--- src/rtl/pcf_pkg.sv ---
package pcf_pkg;

    localparam int SAMPLE_BITS_DEF    = 16;
    localparam int COEF_FRAC_BITS_DEF = 16;
    localparam int COEF_BITS          = 24;
    localparam int LIMIT_BITS         = 16;
    localparam int CFG_INDEX_BITS     = 3;
    localparam int CFG_DATA_BITS      = 24;

    typedef enum logic [CFG_INDEX_BITS-1:0] {
        REG_PI_COEF_NOW    = 3'd0,
        REG_PI_COEF_PREV   = 3'd1,
        REG_PRE_COEF_NOW   = 3'd2,
        REG_PRE_COEF_PREV  = 3'd3,
        REG_PRE_FB_COEF    = 3'd4,
        REG_OUT_LOW_LIMIT  = 3'd5,
        REG_OUT_HIGH_LIMIT = 3'd6
    } cfg_reg_t;

    typedef enum logic [1:0] {
        LIM_NONE = 2'd0,
        LIM_HIGH = 2'd1,
        LIM_LOW  = 2'd2
    } limit_flag_t;

    typedef struct packed {
        logic signed [COEF_BITS-1:0]  pi_coef_now;
        logic signed [COEF_BITS-1:0]  pi_coef_prev;
        logic signed [COEF_BITS-1:0]  pre_coef_now;
        logic signed [COEF_BITS-1:0]  pre_coef_prev;
        logic signed [COEF_BITS-1:0]  pre_fb_coef;
        logic signed [LIMIT_BITS-1:0] out_low_limit;
        logic signed [LIMIT_BITS-1:0] out_high_limit;
    } pcf_coefs_t;

endpackage

--- src/rtl/pcf_cfg.sv ---
module pcf_cfg
    import pcf_pkg::*;
#(
    parameter int COEF_FRAC_BITS = COEF_FRAC_BITS_DEF
) (
    input  logic                      aclk,
    input  logic                      aresetn,
    input  logic                      cfg_valid,
    output logic                      cfg_ready,
    input  logic [CFG_INDEX_BITS-1:0] cfg_index,
    input  logic [CFG_DATA_BITS-1:0]  cfg_data,
    output pcf_coefs_t                coefs
);

    localparam logic signed [COEF_BITS-1:0] UNITY = COEF_BITS'(1) << COEF_FRAC_BITS;

    pcf_coefs_t coefs_reg;
    pcf_coefs_t coefs_next;

    assign cfg_ready = 1'b1;
    assign coefs     = coefs_reg;

    always_comb begin
        coefs_next = coefs_reg;
        if (cfg_valid) begin
            case (cfg_reg_t'(cfg_index))
                REG_PI_COEF_NOW:    coefs_next.pi_coef_now    = cfg_data[COEF_BITS-1:0];
                REG_PI_COEF_PREV:   coefs_next.pi_coef_prev   = cfg_data[COEF_BITS-1:0];
                REG_PRE_COEF_NOW:   coefs_next.pre_coef_now   = cfg_data[COEF_BITS-1:0];
                REG_PRE_COEF_PREV:  coefs_next.pre_coef_prev  = cfg_data[COEF_BITS-1:0];
                REG_PRE_FB_COEF:    coefs_next.pre_fb_coef    = cfg_data[COEF_BITS-1:0];
                REG_OUT_LOW_LIMIT:  coefs_next.out_low_limit  = cfg_data[LIMIT_BITS-1:0];
                REG_OUT_HIGH_LIMIT: coefs_next.out_high_limit = cfg_data[LIMIT_BITS-1:0];
                default:            coefs_next = coefs_reg;  // drop unknown index
            endcase
        end
    end

    always_ff @(posedge aclk) begin
        if (!aresetn) begin
            coefs_reg.pi_coef_now    <= UNITY;
            coefs_reg.pi_coef_prev   <= '0;
            coefs_reg.pre_coef_now   <= UNITY;
            coefs_reg.pre_coef_prev  <= '0;
            coefs_reg.pre_fb_coef    <= '0;
            coefs_reg.out_low_limit  <= {1'b1, {(LIMIT_BITS-1){1'b0}}};
            coefs_reg.out_high_limit <= {1'b0, {(LIMIT_BITS-1){1'b1}}};
        end else begin
            coefs_reg <= coefs_next;
        end
    end

endmodule

--- src/rtl/pcf_mul.sv ---
module pcf_mul
    import pcf_pkg::*;
#(
    parameter int A_BITS = COEF_BITS,
    parameter int B_BITS = 33
) (
    input  logic                             aclk,
    input  logic signed [A_BITS-1:0]         op_a,
    input  logic signed [B_BITS-1:0]         op_b,
    output logic signed [A_BITS+B_BITS-1:0]  prod
);

    logic signed [A_BITS+B_BITS-1:0] prod_reg;

    assign prod = prod_reg;

    always_ff @(posedge aclk) begin
        prod_reg <= (A_BITS+B_BITS)'(op_a) * (A_BITS+B_BITS)'(op_b);
    end

endmodule

--- src/rtl/pcf_core.sv ---
module pcf_core
    import pcf_pkg::*;
#(
    parameter int SAMPLE_BITS    = SAMPLE_BITS_DEF,
    parameter int COEF_FRAC_BITS = COEF_FRAC_BITS_DEF
) (
    input  logic                          aclk,
    input  logic                          aresetn,
    input  pcf_coefs_t                    coefs,
    input  logic                          in_valid,
    output logic                          in_ready,
    input  logic signed [SAMPLE_BITS-1:0] setpoint,
    input  logic signed [SAMPLE_BITS-1:0] measured,
    input  logic                          out_free,
    output logic                          res_valid,
    output logic [SAMPLE_BITS-1:0]        res_drive,
    output limit_flag_t                   res_flag
);

    localparam int CF  = COEF_FRAC_BITS;
    localparam int QB  = SAMPLE_BITS + CF;
    localparam int EW  = QB + 1;
    localparam int UW  = ((SAMPLE_BITS > LIMIT_BITS) ? SAMPLE_BITS : LIMIT_BITS) + CF;
    localparam int MB  = (EW > UW) ? EW : UW;
    localparam int PW  = COEF_BITS + MB;
    localparam int AW  = PW + 2;
    localparam int RW  = AW - CF;

    localparam logic signed [AW-1:0] HALF = AW'(1) <<< (CF - 1);
    localparam logic signed [RW-1:0] QMAX = (RW'(1) <<< (QB - 1)) - RW'(1);
    localparam logic signed [RW-1:0] QMIN = ~QMAX;

    typedef enum logic [3:0] {
        ST_IDLE,
        ST_MUL_A,
        ST_MUL_B,
        ST_MUL_C,
        ST_PRE_SUM,
        ST_PRE_RND,
        ST_ERR,
        ST_PI_A,
        ST_PI_B,
        ST_PI_SUM,
        ST_CLAMP
    } state_t;

    state_t                  state_reg, state_next;
    logic signed [SAMPLE_BITS-1:0] x_reg, x_next;
    logic signed [SAMPLE_BITS-1:0] fb_reg, fb_next;
    logic signed [AW-1:0]    acc_reg, acc_next;
    logic signed [SAMPLE_BITS-1:0] pre_in_reg, pre_in_next;
    logic signed [QB-1:0]    pre_out_reg, pre_out_next;
    logic signed [EW-1:0]    err_reg, err_next;
    logic signed [EW-1:0]    err_last_reg, err_last_next;
    logic signed [UW-1:0]    ctl_out_reg, ctl_out_next;

    logic signed [COEF_BITS-1:0] mul_a;
    logic signed [MB-1:0]        mul_b;
    logic signed [PW-1:0]        prod;
    logic signed [AW-1:0]        prod_ext;
    logic signed [AW-1:0]        rnd_sum;
    logic signed [RW-1:0]        rnd_val;
    logic signed [RW-1:0]        hi_u, lo_u, u_cl;
    logic signed [QB-1:0]        pre_sat;
    limit_flag_t                 flag;

    pcf_mul #(
        .A_BITS (COEF_BITS),
        .B_BITS (MB)
    ) u_mul (
        .aclk (aclk),
        .op_a (mul_a),
        .op_b (mul_b),
        .prod (prod)
    );

    // operand select for the shared multiplier
    always_comb begin
        case (state_reg)
            ST_MUL_A: begin
                mul_a = coefs.pre_coef_now;
                mul_b = MB'(x_reg);
            end
            ST_MUL_B: begin
                mul_a = coefs.pre_coef_prev;
                mul_b = MB'(pre_in_reg);
            end
            ST_MUL_C: begin
                mul_a = coefs.pre_fb_coef;
                mul_b = MB'(pre_out_reg);
            end
            ST_PI_A: begin
                mul_a = coefs.pi_coef_now;
                mul_b = MB'(err_reg);
            end
            ST_PI_B: begin
                mul_a = coefs.pi_coef_prev;
                mul_b = MB'(err_last_reg);
            end
            default: begin
                mul_a = '0;
                mul_b = '0;
            end
        endcase
    end

    assign prod_ext = AW'(prod);

    // round to nearest, ties up; shared by prefilter and PI result
    assign rnd_sum = acc_reg + HALF;
    assign rnd_val = RW'(rnd_sum >>> CF);

    assign pre_sat = (rnd_val > QMAX) ? QB'(QMAX) :
                     (rnd_val < QMIN) ? QB'(QMIN) : QB'(rnd_val);

    assign hi_u = RW'(coefs.out_high_limit) <<< CF;
    assign lo_u = RW'(coefs.out_low_limit) <<< CF;

    always_comb begin
        if (rnd_val > hi_u) begin
            u_cl = hi_u;
            flag = LIM_HIGH;
        end else if (rnd_val < lo_u) begin
            u_cl = lo_u;
            flag = LIM_LOW;
        end else begin
            u_cl = rnd_val;
            flag = LIM_NONE;
        end
    end

    assign in_ready  = (state_reg == ST_IDLE);
    assign res_valid = (state_reg == ST_CLAMP) && out_free;
    assign res_drive = SAMPLE_BITS'(u_cl >>> CF);
    assign res_flag  = flag;

    always_comb begin
        state_next    = state_reg;
        x_next        = x_reg;
        fb_next       = fb_reg;
        acc_next      = acc_reg;
        pre_in_next   = pre_in_reg;
        pre_out_next  = pre_out_reg;
        err_next      = err_reg;
        err_last_next = err_last_reg;
        ctl_out_next  = ctl_out_reg;
        case (state_reg)
            ST_IDLE: begin
                if (in_valid) begin
                    x_next     = setpoint;
                    fb_next    = measured;
                    state_next = ST_MUL_A;
                end
            end
            ST_MUL_A: state_next = ST_MUL_B;
            ST_MUL_B: begin
                acc_next   = prod_ext <<< CF;
                state_next = ST_MUL_C;
            end
            ST_MUL_C: begin
                acc_next   = acc_reg + (prod_ext <<< CF);
                state_next = ST_PRE_SUM;
            end
            ST_PRE_SUM: begin
                acc_next   = acc_reg - prod_ext;
                state_next = ST_PRE_RND;
            end
            ST_PRE_RND: begin
                // old prefilter output was consumed in ST_MUL_C
                pre_out_next = pre_sat;
                state_next   = ST_ERR;
            end
            ST_ERR: begin
                err_next   = EW'(pre_out_reg) - (EW'(fb_reg) <<< CF);
                state_next = ST_PI_A;
            end
            ST_PI_A: begin
                acc_next   = AW'(ctl_out_reg) <<< CF;
                state_next = ST_PI_B;
            end
            ST_PI_B: begin
                acc_next   = acc_reg + prod_ext;
                state_next = ST_PI_SUM;
            end
            ST_PI_SUM: begin
                acc_next   = acc_reg + prod_ext;
                state_next = ST_CLAMP;
            end
            ST_CLAMP: begin
                // hold until the output register can take the beat
                if (out_free) begin
                    pre_in_next   = x_reg;
                    err_last_next = err_reg;
                    ctl_out_next  = UW'(u_cl);
                    state_next    = ST_IDLE;
                end
            end
            default: state_next = ST_IDLE;
        endcase
    end

    always_ff @(posedge aclk) begin
        if (!aresetn) begin
            state_reg    <= ST_IDLE;
            pre_in_reg   <= '0;
            pre_out_reg  <= '0;
            err_last_reg <= '0;
            ctl_out_reg  <= '0;
        end else begin
            state_reg    <= state_next;
            pre_in_reg   <= pre_in_next;
            pre_out_reg  <= pre_out_next;
            err_last_reg <= err_last_next;
            ctl_out_reg  <= ctl_out_next;
        end
        x_reg   <= x_next;
        fb_reg  <= fb_next;
        acc_reg <= acc_next;
        err_reg <= err_next;
    end

    a_accept_starts: assert property (@(posedge aclk) disable iff (!aresetn)
        (in_valid && in_ready) |=> (state_reg == ST_MUL_A))
        else $error("accepted beat did not start the sequence");

    a_clamp_holds: assert property (@(posedge aclk) disable iff (!aresetn)
        (state_reg == ST_CLAMP && !out_free) |=>
            (state_reg == ST_CLAMP && $stable(ctl_out_reg)))
        else $error("result committed while output was blocked");

    a_high_windup: assert property (@(posedge aclk) disable iff (!aresetn)
        (res_valid && res_flag == LIM_HIGH) |=> (ctl_out_reg == $past(UW'(hi_u))))
        else $error("stored output not set to high limit on clamp");

    a_low_windup: assert property (@(posedge aclk) disable iff (!aresetn)
        (res_valid && res_flag == LIM_LOW) |=> (ctl_out_reg == $past(UW'(lo_u))))
        else $error("stored output not set to low limit on clamp");

endmodule

--- src/rtl/pi_controller_prefilter_clamp_top.sv ---
// PI controller with first-order reference prefilter and clamp anti-windup.
//
// Input stream (s_*): one beat per control tick carries the setpoint and the
// measured feedback sample. Output stream (m_*): one beat per input beat with
// the clamped drive value and a limit flag (0 in range, 1 high, 2 low).
// Configuration channel (cfg_*): writes coefficient and limit registers by
// index; cfg_ready is always high. Write only while no tick is in flight.
//
// All five products of a tick go one after another through a single shared
// multiplier with a registered output, and s_tready is high only while the
// sequencer is idle, so a new tick is taken only once the last one is done.
//
// A finished result sits in the output register; the next tick runs while it
// waits, and the sequencer holds at its last step until the register is free.
// Reset clears the filter and controller history to zero and loads unity
// gains, zero for the other coefficients, and the full output range.
module pi_controller_prefilter_clamp_top
    import pcf_pkg::*;
#(
    parameter int SAMPLE_BITS    = SAMPLE_BITS_DEF,
    parameter int COEF_FRAC_BITS = COEF_FRAC_BITS_DEF
) (
    input  logic                              aclk,
    input  logic                              aresetn,
    input  logic                              s_tvalid,
    output logic                              s_tready,
    input  logic [((2*SAMPLE_BITS+7)/8)*8-1:0] s_tdata,   // setpoint, measured
    output logic                              m_tvalid,
    input  logic                              m_tready,
    output logic [((SAMPLE_BITS+7)/8)*8-1:0]  m_tdata,    // drive
    output logic [1:0]                        m_tuser,    // limited
    input  logic                              cfg_valid,
    output logic                              cfg_ready,
    input  logic [CFG_INDEX_BITS-1:0]         cfg_index,
    input  logic [CFG_DATA_BITS-1:0]          cfg_data
);

    localparam int OUT_BITS = ((SAMPLE_BITS + 7) / 8) * 8;

    pcf_coefs_t                    coefs;
    logic                          out_free;
    logic                          res_valid;
    logic [SAMPLE_BITS-1:0]        res_drive;
    limit_flag_t                   res_flag;
    logic signed [SAMPLE_BITS-1:0] setpoint;
    logic signed [SAMPLE_BITS-1:0] measured;

    logic                   m_tvalid_reg, m_tvalid_next;
    logic [SAMPLE_BITS-1:0] drive_reg, drive_next;
    limit_flag_t            flag_reg, flag_next;

    assign setpoint = s_tdata[SAMPLE_BITS-1:0];
    assign measured = s_tdata[2*SAMPLE_BITS-1:SAMPLE_BITS];

    pcf_cfg #(
        .COEF_FRAC_BITS (COEF_FRAC_BITS)
    ) u_cfg (
        .aclk      (aclk),
        .aresetn   (aresetn),
        .cfg_valid (cfg_valid),
        .cfg_ready (cfg_ready),
        .cfg_index (cfg_index),
        .cfg_data  (cfg_data),
        .coefs     (coefs)
    );

    pcf_core #(
        .SAMPLE_BITS    (SAMPLE_BITS),
        .COEF_FRAC_BITS (COEF_FRAC_BITS)
    ) u_core (
        .aclk      (aclk),
        .aresetn   (aresetn),
        .coefs     (coefs),
        .in_valid  (s_tvalid),
        .in_ready  (s_tready),
        .setpoint  (setpoint),
        .measured  (measured),
        .out_free  (out_free),
        .res_valid (res_valid),
        .res_drive (res_drive),
        .res_flag  (res_flag)
    );

    assign out_free = !m_tvalid_reg || m_tready;

    always_comb begin
        m_tvalid_next = m_tvalid_reg;
        drive_next    = drive_reg;
        flag_next     = flag_reg;
        if (res_valid) begin
            m_tvalid_next = 1'b1;
            drive_next    = res_drive;
            flag_next     = res_flag;
        end else if (m_tready) begin
            m_tvalid_next = 1'b0;
        end
    end

    always_ff @(posedge aclk) begin
        if (!aresetn) begin
            m_tvalid_reg <= 1'b0;
        end else begin
            m_tvalid_reg <= m_tvalid_next;
        end
        drive_reg <= drive_next;
        flag_reg  <= flag_next;
    end

    assign m_tvalid = m_tvalid_reg;
    assign m_tdata  = OUT_BITS'(drive_reg);
    assign m_tuser  = flag_reg;

endmodule
--- config.mk ---
export PLATFORM = sky130hd
export DESIGN_NAME = pi_controller_prefilter_clamp_top
export DESIGN_NICKNAME = d
export VERILOG_FILES = /design/src/rtl/pcf_pkg.sv /design/src/rtl/pcf_cfg.sv /design/src/rtl/pcf_mul.sv /design/src/rtl/pcf_core.sv /design/src/rtl/pi_controller_prefilter_clamp_top.sv
export SDC_FILE = /design/constraint.sdc
export NUM_CORES = 2
export LEC_CHECK = 0
export BUFFER_PORTS_ARGS = -buffer_cell sky130_fd_sc_hd__buf_2
export CORE_MARGIN = 10
export CORE_UTILIZATION = 66
export DETAILED_ROUTE_END_ITERATION = 6
export HOLD_SLACK_MARGIN = 0.1
export PLACE_DENSITY_LB_ADDON = 0.08
export SYNTH_ARGS = -nofsm -noshare
export SYNTH_HDL_FRONTEND = slang
export SYNTH_SLANG_ARGS = --single-unit
--- constraint.sdc ---
create_clock -name aclk -period 11.06 [get_ports aclk]
set_input_delay 1.106 -clock aclk [delete_from_list [all_inputs] [get_ports aclk]]
set_output_delay 1.106 -clock aclk [all_outputs]
set_load 0.1 [all_outputs]
# Word-level counts from Yosys, hierarchy flattened
# Cells that the tools add are included.
# word_totals
latch_bits,0
inputBits,64
ramBits,0
rom_bits,0
memories,0
output_inout_bits,21
wordCells,79
regBits,469
# classes
n_mul,1
muxes,13
eq_ne,18
shifts,0
n_bitwise,0
magnitude_cmp,4
addsub,5
div_mod_pow,0
n_reduce_logical,18
# ops
op,count
$pmux 59 s5,1
$pmux 33 s5,1
$mux 32,4
$pmux 24 s5,1
$add 59x17->59 const B,1
$add 59x57->59,1
$add 59x59->59,1
$sub 59x57->59,1
$mul 24x33->57,1
$pmux 4 s11,1
$gt 43x32->1,1
$gt 43x32->1 const B,1
$lt 43x32->1,1
$lt 43x32->1 const B,1
$sub 32x32->33,1
$reduce_and 2->1,10
$eq 4x3->1 const B,4
$eq 4x4->1 const B,3
$eq 3x3->1 const B,3
$eq 4x2->1 const B,2
$mux 4,2
$eq 3x2->1 const B,2
$reduce_bool 5->1,1
$eq 4x1->1 const B,1
12 further kinds,13

# Longest topological paths before layout
# depth
word_depth,4
mapped_depth,37
mapped_depth_nobuf,33

# Cells and area by module
# A second synthesis with hierarchy kept.
# hier_totals
hier_cells,6174
area_unflattened_um2,55767.2
# modules_own_cells
mod,area_each_um2,cells_per_inst,seq_area_each_um2,instances
pcf_mul,28982.8,3122,1141.1,1
pcf_core,20523.4,2483,6065.8,1
pcf_cfg,5671.7,547,3042.9,1
pi_controller_prefilter_clamp_top,589.3,22,560.5,1

# Worst setup path before layout
# No wires, ideal clock.
# synth_path
path_kind,register to register
start,register u_core.state_reg[3]
end,register u_core.u_mul.prod_reg[56] (netlist: u_core.u_mul.prod[56])
stages_incl_launch_ff,35
setup_time_ns,0.072
period_less_slack_ns,8.652
arrival_time_ns,8.580
n_path_buf,4
required_time_ns,10.988
setup_slack_ns,2.408
path_cell_list,dfxtp_1 -> clkbuf_1 -> inv_1 -> nand2_1 -> nor3_1 -> clkbuf_1 -> buf_1 -> a22oi_1 -> nand3_1 -> clkbuf_1 -> nand2_1 -> fa_1 -> inv_1 -> fa_1 -> inv_1 -> fa_1 -> inv_1 -> fa_1 -> fa_1 -> fa_1 -> inv_1 -> fa_1 -> inv_1 -> ha_1 -> a21o_1 -> a21o_1 -> a21o_1 -> a31o_2 -> nand3_1 -> o211ai_1 -> or4_1 -> a31oi_1 -> o21ai_1 -> a21oi_1 -> xnor2_1
# synth_via
elab_chain_cells,3
elab_cells_between_ends,8
classes_between,1 x mul; 5 x eq/ne; 2 x mux
# synth_lines
item,line_no,rtl
start: declaration,pcf_core.sv:47,"state_t state_reg, state_next;"
start signal: assignment,pcf_core.sv:210,state_reg <= state_next;
$eq 4x4->1 (tied with other cells),pcf_core.sv:79,case (state_reg)
$pmux 24 s5 or $pmux 33 s5 (tied branches),pcf_core.sv:79,
$mul 24x33->57 (*),pcf_mul.sv:18,prod_reg <= (A_BITS+B_BITS)'(op_a) * (A_BITS+B_BITS)'(op_b);
end signal: assignment,pcf_mul.sv:18,
end: declaration,pcf_mul.sv:13,logic signed [A_BITS+B_BITS-1:0] prod_reg;
# Every way passes the cells marked *; elsewhere a longest branch is shown, timed or not.
# A chain may end at the register's enable or synchronous reset.

# Final worst setup path
# layout_path
start,register u_core.state_reg[3]
end,register u_core.u_mul.prod_reg[53] (netlist: u_core.u_mul.prod[53])
# Same word-level chain as after synthesis.

==> qor.tcl <==
set qor(die_width_um) 309
set qor(grt_antenna_before_repair) 3
set qor(timing.critical_path.slowest_stage_cell) {sky130_fd_sc_hd__nor2_4}
set qor(synth.cell_area_mm2) 0.0550
set qor(via_per_inst) 6.20
set qor(worst_r2r_path_depth) 32
set qor(dr.pass1.iters) 7
set qor(power.switching_mw) 7.04
set qor(post_cts_hold_buffer_count) 0
set qor(num_vias) 46200
set qor(placementRows) 105
set qor(gp_routability_congestion) 1.05
set qor(p_leak_nw) 26.7
set qor(critical_path.reg2reg.startpoint) {u_core.state_reg[3]}
set qor(synth-warning-count) 0
set qor(post-layout-total-power_mw) 13.3
set qor(global_route.usage.total_pct) 37.6
set qor(detail_route.iter0.violations) 4719
set qor(initial_utilization_pct) 66.8
set qor(final_min_period_over_clock_period_pct) 91.4
set qor(cp_data_required_time_ps) 11570
set qor(worstSetupEndpoint) {u_core.u_mul.prod[53]}
set qor(critical_path.reg2reg.endpoint) {u_core.u_mul.prod[53]}
set qor(largest_register_ff_count) 152
set qor(maximum_buffer_depth_of_the_clock_tree) 3
set qor(cts_resized) 0
set qor(clock_sinks) 469
set qor(asyncSetResetFlopFracSynth_pct) 0
set qor(maxSlewHeadroom_pct) 16.3
set qor(num-nets-final) 7537
set qor(finish.instance_area_mm2) 0.0584
set qor(dpl_wire_length_mm) 138
set qor(fp.dieH_um) 309
set qor(biggest_fanout_along_the_worst_timing_path) 27
set qor(yosysSeqAreaShare_pct) 19.6
set qor(tritoncts) {done}
set qor(grt_first_pass_wirelength_mm) 274
set qor(hold_slack_ps) 460
set qor(die_area_mm2) 0.0954
set qor(placed_cell_area_mm2) 0.0567
set qor(yosysUniqueCellTypes) 92
set qor(synth_enable_flop_cells) 142
set qor(critical-path-max-stage-delay_ps) 740
set qor(reg2reg_setup_slack_ps) 950
set qor(worst_clock_skew_ps) 80.1
set qor(drive_above_1_share_pct) 5.53
set qor(drc_errors) 0
set qor(cts_setup_buffers) 0
set qor(crit_start) {u_core.state_reg[3]}
set qor(synth_area_per_cell_um2) 8.59
set qor(critical_path_arrival_ps) 10620
set qor(synth.net_count) 7600
set qor(ir_worst_vdd_uv) 365
set qor(seq_power_share_pct) 19.4
set qor(internal_power_mw) 6.27
set qor(port_buffers) 83
set qor(cts_root_buf) {sky130_fd_sc_hd__clkbuf_16}
set qor(hold_viol) 0
set qor(finalMaxSlewViolations) 0
set qor(overflow) 0
set qor(period_needed_ps) 10110
set qor(layout-area-overhead-vs-synth_pct) 6.06
set qor(power_per_cell_area_mw_per_mm2) 228
set qor(clkSlewWorstSetupHoldPaths_ps) 70
set qor(syn_inst) 6405
set qor(netlist.area_leader.share_pct) 29.4
set qor(timing.setup.critical_path_class) {register to register}
set qor(yosys-top-cells-area) {sky130_fd_sc_hd__fa_1 29%, sky130_fd_sc_hd__dfxtp_1 12%, sky130_fd_sc_hd__nand2_1 8.3%}
set qor(critPathMostFrequentCell) {sky130_fd_sc_hd__fa_1}
set qor(number_of_global_route_vias_before_repair) 46800
set qor(rsz0062_at_grt) {no}
set qor(maxClockFrequency_ghz) 0.0989
set qor(cts_inserted_buffers) 48
set qor(grt_max_degree) 152
set qor(min_path_type) {register to register}
set qor(ctsHtreeMaxLevel) 2
set qor(setup.worst_path.start_class) {register}
set qor(ys_ff_latch) 469
set qor(count_of_boundary_i_o_pins) 85
set qor(status) {completed}
set qor(share_clk_of_total_power_pct) 13.0
set qor(finalSetupViolations) 0
set qor(max_slew.worst_pin.slew_ps) 1250
set qor(fp.coreArea_mm2) 0.0824
set qor(drt.antenna.violating_nets) 0
set qor(fin_tns_setup_ps) 0
set qor(switching_share_pct) 52.9
set qor(yosys_most_used_dff) {sky130_fd_sc_hd__dfxtp_1}
set qor(netlist.top_cell.by_area) {sky130_fd_sc_hd__fa_1}
set qor(insertion_delay_ps) 640
set qor(critPathCaptureType) {register}
set qor(detail_route.wl_per_cell_um) 23.9
set qor(max-cap-violations) 0
set qor(combPwrFrac_pct) 67.6
set qor(finalWirelength_mm) 178
==> through the flow <==
stage	worst slack (ps)	std cells	utilization, %
after floorplan	2410	6405	-
after global placement	1260	7362	68.8
after detailed placement	1120	7362	68.8
after CTS	1140	7452	70.9
after global routing	461	7453	70.9
final	949	7454	70.9
==> area by class of cell <==
cell class | instances | area (um2)
Clock inverter | 28 | 327
Multi-Input combinational cell | 4608 | 39300
Clock buffer | 62 | 1340
Inverter | 1006 | 3780
Sequential cell | 469 | 10800
Fill cell | 6644 | 24000
Timing Repair Buffer | 209 | 1480
Tap cell | 1070 | 1340
Antenna cell | 2 | 5.00
==> synthesized netlist by cell type, types with 9 or more instances <==
cell type / count
sky130_fd_sc_hd__nand2b_1: 40
sky130_fd_sc_hd__nand2_1: 1215
sky130_fd_sc_hd__a22o_1: 10
sky130_fd_sc_hd__o211ai_1: 30
sky130_fd_sc_hd__a21boi_1: 16
sky130_fd_sc_hd__nor2b_1: 42
sky130_fd_sc_hd__nand4_1: 72
sky130_fd_sc_hd__nor3_1: 45
sky130_fd_sc_hd__nand3_1: 102
sky130_fd_sc_hd__o31ai_1: 9
sky130_fd_sc_hd__xor2_1: 88
sky130_fd_sc_hd__nor2_1: 414
sky130_fd_sc_hd__edfxtp_1: 142
sky130_fd_sc_hd__and2_1: 42
sky130_fd_sc_hd__a31oi_1: 25
sky130_fd_sc_hd__o21a_1: 18
sky130_fd_sc_hd__buf_1: 17
sky130_fd_sc_hd__a222oi_1: 31
sky130_fd_sc_hd__a21boi_0: 192
sky130_fd_sc_hd__a21oi_1: 247
sky130_fd_sc_hd__o41ai_1: 10
sky130_fd_sc_hd__inv_1: 1004
sky130_fd_sc_hd__and4_1: 39
sky130_fd_sc_hd__o2111ai_1: 9
sky130_fd_sc_hd__a221oi_1: 15
sky130_fd_sc_hd__o21ai_0: 182
sky130_fd_sc_hd__and3_1: 34
sky130_fd_sc_hd__dfxtp_1: 327
sky130_fd_sc_hd__o21ai_1: 14
sky130_fd_sc_hd__clkbuf_1: 291
sky130_fd_sc_hd__fa_1: 808
sky130_fd_sc_hd__mux2i_1: 37
sky130_fd_sc_hd__nor4_1: 10
sky130_fd_sc_hd__a21o_1: 84
sky130_fd_sc_hd__a211oi_1: 28
sky130_fd_sc_hd__ha_1: 323
sky130_fd_sc_hd__o21bai_1: 20
sky130_fd_sc_hd__a22oi_1: 57
sky130_fd_sc_hd__xnor2_1: 170
==> worst max-delay path, delay by kind of cell, from the launching register on <==
| family | cells | cell delay, ps |
|---|---|---|
| DFF | 1 | 440 |
| buffers and inverters | 8 | 1230 |
| AOI/OAI and AO/OA | 6 | 1990 |
| adders and majority gates | 8 | 3840 |
| and+or+nand+nor | 10 | 2530 |
==> layer usage <==
layer / track usage [%] / vias up / share of wire [%]
met5: 0 / - / 0.015
met4: 21.1 / 4 / 6.5
met3: 8.90 / 605 / 11
met2: 58.4 / 2526 / 45
met1: 48.1 / 22600 / 37
li1: - / 20400 / -
==> worst min path at each step <==
stage	startpoint	end	slack, ps	cells after the start
final	u_core.ctl_out_reg[17]	u_core.ctl_out_reg[17]	460	2
after global routing	u_core.pre_out_reg[11]	u_core.err_reg[11]	470	0
after CTS	u_core.ctl_out_reg[17]	u_core.ctl_out_reg[17]	460	2
after detailed placement	u_core.pre_out_reg[1]	u_core.err_reg[1]	450	0
after global placement	u_core.ctl_out_reg[17]	u_core.ctl_out_reg[17]	440	2
after floorplan	u_core.ctl_out_reg[10]	u_core.ctl_out_reg[10]	420	2
==> cell usage in the layout (no fill, tap or decap), types with 142 or more instances in the layout <==
cell	count
sky130_fd_sc_hd__o21ai_0	180
sky130_fd_sc_hd__dfxtp_1	327
sky130_fd_sc_hd__xnor2_1	170
sky130_fd_sc_hd__nand2_1	1215
sky130_fd_sc_hd__nor2_1	407
sky130_fd_sc_hd__a21boi_0	192
sky130_fd_sc_hd__fa_1	808
sky130_fd_sc_hd__edfxtp_1	142
sky130_fd_sc_hd__ha_1	323
sky130_fd_sc_hd__a21oi_1	247
sky130_fd_sc_hd__inv_1	1003
==> logic make-up after synthesis <==
group / Yosys count / synth area share, %
fa+ha+maj: 1131 / 36.7
simple gates: 2115 / 16.8
buf+inv: 1328 / 9.16
other cells: 1 / 0.00681
compound gates: 1063 / 12.8
xor+xnor: 258 / 4.11
mux: 40 / 0.734
flops: 469 / 19.6
==> power groups by stage <==
stage	clock, mW	combinational [mW]	sequential (mW)
floorplan	0	6.25	2.41
global placement	0	8.62	2.59
detailed placement	0	8.68	2.59
CTS	1.74	8.73	2.56
global route	1.80	9.66	2.59
finish	1.73	8.99	2.59
(Power assumes the default switching activity.)
